==> config.mk <==
export PLATFORM = sky130hd
export DESIGN_NAME = bfiq_ctrl
export DESIGN_NICKNAME = d
export VERILOG_FILES = /design/src/hw/rtl/bloom_filter_insert_query_unit_defines.svh /design/src/hw/rtl/bfiq_pkg.sv /design/src/hw/rtl/bfiq_ctrl.sv
export SDC_FILE = /design/constraint.sdc
export NUM_CORES = 1
export LEC_CHECK = 0
export BUFFER_PORTS_ARGS = -buffer_cell sky130_fd_sc_hd__buf_2
export CAP_MARGIN = 0
export CORE_MARGIN = 3
export CORE_UTILIZATION = 52
export DETAILED_ROUTE_END_ITERATION = 8
export PLACE_DENSITY = 0.73
export SYNTH_ARGS = -nofsm -noshare
export SYNTH_HDL_FRONTEND = slang
export SYNTH_SLANG_ARGS = --single-unit
==> constraint.sdc <==
create_clock -name clk_i -period 2.85 [get_ports clk_i]
set_input_delay 0.285 -clock clk_i [delete_from_list [all_inputs] [get_ports clk_i]]
set_output_delay 0.285 -clock clk_i [all_outputs]
set_load 0.03 [all_outputs]
==> src/hw/rtl/bloom_filter_insert_query_unit_defines.svh <==
// Assertion helpers for the bloom filter unit.
// Both macros sample on the rising edge of clk_i and are quiet in reset.
`ifndef BLOOM_FILTER_INSERT_QUERY_UNIT_DEFINES_SVH
`define BLOOM_FILTER_INSERT_QUERY_UNIT_DEFINES_SVH

// Check that the consequent holds in the same cycle as the antecedent.
`define BFIQ_ASSERT_SAME(label, ante, cons, msg) \
  label: assert property (@(posedge clk_i) disable iff (!rst_ni) \
    (ante) |-> (cons)) else $error(msg);

// Check that the consequent holds in the cycle after the antecedent.
`define BFIQ_ASSERT_NEXT(label, ante, cons, msg) \
  label: assert property (@(posedge clk_i) disable iff (!rst_ni) \
    (ante) |=> (cons)) else $error(msg);

`endif

==> src/hw/rtl/bfiq_pkg.sv <==
`default_nettype none

package bfiq_pkg;

  // Request codes carried by req_type
  localparam logic REQ_INSERT = 1'b0;
  localparam logic REQ_QUERY  = 1'b1;

  // Probe count after reset
  localparam logic [4:0] NUM_HASHES_RST = 5'd7;

  // Hash mixing rounds and remainder digits (8 bits each)
  localparam int unsigned MIX_ROUNDS = 7;
  localparam int unsigned MOD_DIGITS = 8;

  typedef enum logic [2:0] {
    ST_CLEAR,
    ST_IDLE,
    ST_HASH,
    ST_MOD,
    ST_PROBE,
    ST_DRAIN,
    ST_RESULT
  } state_e;

  // One mixing round per cycle
  typedef enum logic [2:0] {
    MIX_ADD21,
    MIX_XOR24,
    MIX_ADD38,
    MIX_XOR14,
    MIX_ADD24,
    MIX_XOR28,
    MIX_ADD31
  } mix_op_e;

  // Commands from the controller to the datapath
  typedef struct packed {
    logic    clear;
    logic    load;
    logic    mix;
    mix_op_e mix_op;
    logic    mod_step;
    logic    probe;
    logic    load_out;
  } cmd_t;

  // Status from the datapath to the controller
  typedef struct packed {
    logic clr_last;
    logic is_query;
    logic out_busy;
  } status_t;

endpackage

`default_nettype wire

==> src/hw/rtl/bfiq_ctrl.sv <==
`default_nettype none

module bfiq_ctrl (
  input  wire logic             clk_i,
  input  wire logic             rst_ni,
  input  wire logic             in_valid_i,
  output logic                  in_stall_o,
  input  wire logic             cfg_valid_i,
  input  wire logic [4:0]       cfg_data_i,
  input  wire bfiq_pkg::status_t status_i,
  output bfiq_pkg::cmd_t        cmd_o
);

  bfiq_pkg::state_e state_q, state_d;
  logic [2:0]       cnt_q, cnt_d;
  logic [4:0]       probe_cnt_q, probe_cnt_d;
  logic [4:0]       num_hashes_q;

  // Hold state, counters and the probe count register
  always_ff @(posedge clk_i or negedge rst_ni) begin
    if (!rst_ni) begin
      state_q      <= bfiq_pkg::ST_CLEAR;
      cnt_q        <= '0;
      probe_cnt_q  <= '0;
      num_hashes_q <= bfiq_pkg::NUM_HASHES_RST;
    end else begin
      state_q     <= state_d;
      cnt_q       <= cnt_d;
      probe_cnt_q <= probe_cnt_d;
      if (cfg_valid_i) begin
        num_hashes_q <= cfg_data_i;
      end
    end
  end

  // Clear the store after reset, then sequence each item: hash, reduce, probe, report a query's result
  always_comb begin
    state_d      = state_q;
    cnt_d        = cnt_q;
    probe_cnt_d  = probe_cnt_q;
    in_stall_o   = 1'b1;
    cmd_o        = '0;
    cmd_o.mix_op = bfiq_pkg::mix_op_e'(cnt_q);

    unique case (state_q)
      bfiq_pkg::ST_CLEAR: begin
        cmd_o.clear = 1'b1;
        if (status_i.clr_last) begin
          state_d = bfiq_pkg::ST_IDLE;
        end
      end
      bfiq_pkg::ST_IDLE: begin
        in_stall_o = 1'b0;
        if (in_valid_i) begin
          cmd_o.load = 1'b1;
          cnt_d      = '0;
          state_d    = bfiq_pkg::ST_HASH;
        end
      end
      bfiq_pkg::ST_HASH: begin
        cmd_o.mix = 1'b1;
        cnt_d     = cnt_q + 3'd1;
        if (cnt_q == 3'(bfiq_pkg::MIX_ROUNDS - 1)) begin
          cnt_d   = '0;
          state_d = bfiq_pkg::ST_MOD;
        end
      end
      bfiq_pkg::ST_MOD: begin
        cmd_o.mod_step = 1'b1;
        cnt_d          = cnt_q + 3'd1;
        if (cnt_q == 3'(bfiq_pkg::MOD_DIGITS - 1)) begin
          probe_cnt_d = '0;
          if (num_hashes_q != 5'd0) begin
            state_d = bfiq_pkg::ST_PROBE;
          end else if (status_i.is_query) begin
            state_d = bfiq_pkg::ST_RESULT;
          end else begin
            state_d = bfiq_pkg::ST_IDLE;
          end
        end
      end
      bfiq_pkg::ST_PROBE: begin
        cmd_o.probe = 1'b1;
        probe_cnt_d = probe_cnt_q + 5'd1;
        if (probe_cnt_q == num_hashes_q - 5'd1) begin
          state_d = status_i.is_query ? bfiq_pkg::ST_DRAIN : bfiq_pkg::ST_IDLE;
        end
      end
      bfiq_pkg::ST_DRAIN: begin
        // last read lands in the hit flag
        state_d = bfiq_pkg::ST_RESULT;
      end
      bfiq_pkg::ST_RESULT: begin
        if (!status_i.out_busy) begin
          cmd_o.load_out = 1'b1;
          state_d        = bfiq_pkg::ST_IDLE;
        end
      end
      default: begin
        state_d = bfiq_pkg::ST_IDLE;
      end
    endcase
  end

endmodule

`default_nettype wire

# Yosys cells after proc, flatten, opt, wreduce, memory -nomap -nowiden
# Cells that the tools add are included.
# op_classes
add_sub_neg	3
muxes	24
reduce_logical	7
eq_ne	15
# ops
op	n
3-bit two-way mux	11
3-bit one-hot mux with 7 select lines	1
3-bit == test, second input constant	5
2-bit inequality test, second input constant	6
5-bit one-hot mux with 2 select lines	1
1-bit two-way mux	9
3-bit one-hot mux with 3 select lines	1
3-bit by 2-bit == test with 1-bit output, second input constant	2
6-bit AND reduction	1
5-bit by 1-bit adder with 5-bit output, second input constant	1
5-bit == test	1
5-bit two-way mux	1
5-bit nonzero test	1
5-bit by 1-bit subtractor with 5-bit output, second input constant	1
2-bit AND reduction	2
3-bit by 1-bit adder with 3-bit output, second input constant	1
3-bit by 1-bit == test with 1-bit output, second input constant	1
3-bit logical NOT	1
3-bit nonzero test	1
2-bit nonzero test	1
# totals
in_bits	12
elab_cells	53
out_inout_bits	10
regBits	16

# Logic depth before layout (Yosys ltp)
# logic_depth
depth_word	4
ltp_mapped	7
mapped_depth_nobuf	7

# Least setup slack after synthesis
# No wires, ideal clock.
# synth_timing
kind	reg2reg
startpoint	reg num_hashes_q[0]
endpoint	reg state_q[0]
required_time_ps	2723
slack_ps	433
setup_ps	127
path_stages_with_launch	7
n_path_buf	0
t_arrival_ps	2289
cell_sequence	dfstp_2 -> inv_1 -> ha_1 -> xnor2_1 -> or4_1 -> a2111oi_2 -> mux2_1
# synth_via
elab_chain_cells	4
elab_cells_between_ends	8
classes_between	add/sub: 1; eq/ne: 2; mux: 3; reduce/logical: 2
# synth_rtl
item	line	rtl
start, declared	bfiq_ctrl.sv:17	logic [4:0] num_hashes_q;
start signal, assigned	bfiq_ctrl.sv:25	num_hashes_q <= bfiq_pkg::NUM_HASHES_RST;
start signal, assigned	bfiq_ctrl.sv:31	num_hashes_q <= cfg_data_i;
5-bit by 1-bit subtractor with 5-bit output or 5-bit nonzero test (tied branches)	bfiq_ctrl.sv:85, bfiq_ctrl.sv:73	
5-bit == test or 3-bit two-way mux (tied branches)	bfiq_ctrl.sv:85, bfiq_ctrl.sv:73	
2-bit inequality test (no line) or 3-bit two-way mux (tied branches)	--	
6-bit AND reduction (no line) or 3-bit one-hot mux with 7 select lines (tied branches)	--	
end signal, assigned	bfiq_ctrl.sv:22	state_q <= bfiq_pkg::ST_CLEAR;
end signal, assigned	bfiq_ctrl.sv:27	state_q <= state_d;
end, declared	bfiq_ctrl.sv:14	bfiq_pkg::state_e state_q, state_d;
# Several ways; a longest one is shown, not always the timed one. The select of a mux whose other input is x is not followed.
# A chain may end at the register's enable or synchronous reset.

# Worst setup path after layout
# Same ends and word-level chain as after synthesis.

==> results.sh <==
export IMPL_ys_seq_elements=16
export IMPL_finalCriticalPeriod_ns=2.53
export IMPL_tightestPinTransition_ns=0.484
export IMPL_swShare_pct=44.0
export IMPL_worstPathRequired_ns=3.03
export IMPL_cp_startpoint="num_hashes_q[0]$_DFFE_PN1P_"
export IMPL_power_uw=931
export IMPL_cap_violations=0
export IMPL_ant_nets=0
export IMPL_design_core_area_mm2=0.00176
export IMPL_ios=22
export IMPL_cts_setup_buffers=0
export IMPL_start_kind="flip-flop"
export IMPL_p_leak_uw=0.000535
export IMPL_reg2reg_depth=6
export IMPL_combinationalPowerShare_pct=43.2
export IMPL_clockRootBuffer="clkbuf_4"
export IMPL_ys_types=33
export IMPL_gp_congestion=0.760
export IMPL_top_layer="met4"
export IMPL_drtPass1Iterations=4
export IMPL_internal_power_uw=521
export IMPL_cp_arrival_ns=2.71
export IMPL_cts_tree="done"
export IMPL_outcome="finished clean"
export IMPL_wl_met1_um=949
export IMPL_multi_input_area_um2=543
export IMPL_switching_power_uw=409
export IMPL_initial_core_util_pct=56.0
export IMPL_p_seq_share_pct=40.3
export IMPL_num_antenna_cells=0
export IMPL_rsz0062_at_grt="false"
export IMPL_cp_end_kind="flip-flop"
export IMPL_num_vias=836
export IMPL_synth_cells=110
export IMPL_regToRegStartpoint="num_hashes_q[0]$_DFFE_PN1P_"
export IMPL_htreeDepth=1
export IMPL_synth_seq_area_share_pct=40.9
export IMPL_p_clk_share_pct=16.5
export IMPL_grt_max_degree=19
export IMPL_syn_area_per_cell_um2=8.99
export IMPL_drc=0
export IMPL_drt_iter0_drc=12
export IMPL_final_common_cell="buf_2"
export IMPL_overflow=0
export IMPL_post_route_period_util_pct=88.7
export IMPL_cp_max_fo=3
export IMPL_grt_pass1_wl_um=3620
export IMPL_setup_slack_ns=0.321
export IMPL_grt_pass1_vias=862
export IMPL_rows=15
export IMPL_synth_area_um2=988
export IMPL_max_slew_margin_rel_pct=67.7
export IMPL_min_from="cfg_data_i[3]"
export IMPL_worstSkewPairLatency_ns=0.29
export IMPL_fin_setup_tns_ns=0
export IMPL_setup_violations_final=0
export IMPL_peakVddDrop_v=0.000660
export IMPL_dp_slack_ns=0.334
export IMPL_vias_per_cell=5.36
export IMPL_routed_wl_um=1990
export IMPL_dr_wl_met2_um=935
export IMPL_path_clk_slew_ns=0.09
export IMPL_hold_viol_final=0
export IMPL_final_cell_mix="buf_2, o21ai_1, dfrtp_1, nand2_1, nor2_1"
export IMPL_power_per_cell_area_mw_per_mm2=808
export IMPL_yosysWarnings=0
export IMPL_port_buffers=21
export IMPL_syn_nets=127
export IMPL_worst_setup_path_type="reg2reg"
export IMPL_antenna_found_initial=0
export IMPL_clockBufferDepth=2
export IMPL_fmax_ghz=0.395
export IMPL_drt_wirelength_per_cell_um=12.8
export IMPL_grt_use_total_pct=19.0
export IMPL_final_seq_area_um2=404
export IMPL_numCtsBuffers=3
export IMPL_die_w_um=49.6
export IMPL_clock_skew_ns=0.00562
export IMPL_dp_hpwl_um=1470
export IMPL_hold_path_class="in2reg"
export IMPL_dieArea_mm2=0.00246
export IMPL_clkSinkCount=16
export IMPL_holdPathStages=3
export IMPL_routed_wl_met3_um=83
export IMPL_maxSlewViolCount=0
export IMPL_nets=149
export IMPL_layout_drive_gt1_share_pct=24.4
export IMPL_area_growth_pct=16.6
export IMPL_die_y_um=49.6
export IMPL_fillCellCount=163
## synth_stat cells
library cell	count	area [um^2]
o21ai_0	5	25.0
nor2b_1	3	18.8
and3_1	1	6.26
nor2b_2	1	8.76
o311ai_0	1	8.76
a21oi_1	3	15.0
dfstp_2	3	78.8
a22o_1	1	8.76
nand3_1	3	15.0
a2111oi_2	1	15.0
nand4b_1	1	8.76
inv_2	1	3.75
inv_1	5	18.8
and2_1	1	6.26
mux2_1	4	45.0
a21o_1	1	7.51
nor4bb_1	1	10.0
nand2_1	10	37.5
a31oi_1	4	25.0
or4_1	1	7.51
clkbuf_1	5	18.8
nor3_2	1	10.0
nand4_1	1	6.26
nor3_1	2	10.0
ha_1	5	62.6
o21ai_1	16	80.1
xnor2_1	5	43.8
or3b_1	1	8.76
dfrtp_1	13	325
nand2b_1	2	12.5
nor2_1	6	22.5
and3b_1	1	8.76
xor2_1	1	8.76
## state kept, by name, summed over array words and instances, names as in the netlist
register,count
num_hashes_q,5
state_q,3
probe_cnt_q,5
cnt_q,3
## layer usage
layer | GRT usage, % | up-vias
met4 | 10.1 | 0
met3 | 3.93 | 4
met1 | 24.2 | 383
met2 | 30.2 | 18
li1 | - | 431
met5 | 0 | -
## through the flow
stage               utilization, %  hold slack, ns  cells  instance area, um^2
floorplan                        -         -0.0106    110                  988
detailed placement            62.7           0.213    151                 1110
finish                        65.3           0.203    156                 1150
CTS                           65.3           0.199    156                 1150
global route                  65.3           0.190    156                 1150
global placement              62.7           0.214    151                 1110
## worst paths after layout
check                           slack [ns]                           to
worst max-delay path                  0.32       state_q[0]$_DFFE_PN0P_
worst min-delay path                  0.20  num_hashes_q[3]$_DFFE_PN0P_
worst max register to register        0.32       state_q[0]$_DFFE_PN0P_
worst min register to register        0.53  num_hashes_q[1]$_DFFE_PN1P_
max in group asynchronous             2.13  num_hashes_q[0]$_DFFE_PN1P_
min in group asynchronous             0.41       state_q[1]$_DFFE_PN0P_
## area by class of cell
type	instances	area share, %
sequential	16	35.1
clock buffer	4	3.15
multi-input combinational	83	47.1
tap	25	2.71
timing repair buffer	22	9.99
inverter	6	1.95
## cells by family after synthesis
logic type                 synth area share (%)
and+or+nand+nor                            20.0
AOI/OAI and AO/OA                          18.7
DFF                                        40.9
buffers and inverters                      4.18
xor gates and xnor gates                   5.32
adders and majority gates                  6.33
muxes                                      4.56
## critical path, cell delays in order (launching register included)
cell and delay [ns]:
dfstp_2 0.57, inv_1 0.06, ha_1 0.30, xnor2_1 0.12, or4_1 0.54, a2111oi_2 0.46
mux2_1 0.36
## power groups by stage
stage               clock network (uW)  registers, uW  logic (uW)
global placement                     0            373         396
finish                             154            375         402
global route                       169            389         454
CTS                                157            375         408
detailed placement                   0            379         403
floorplan                            0            369         308
## repair_timing
| action | 4_1_cts | 5_1_grt |
|---|---|---|
| endpoints found under the hold margin | 13 | 0 |
| hold buffers | 1 | 0 |
| resized for setup | 0 | 0 |
| endpoints found under the setup margin | 0 | 0 |
(Power assumes the default switching activity.)
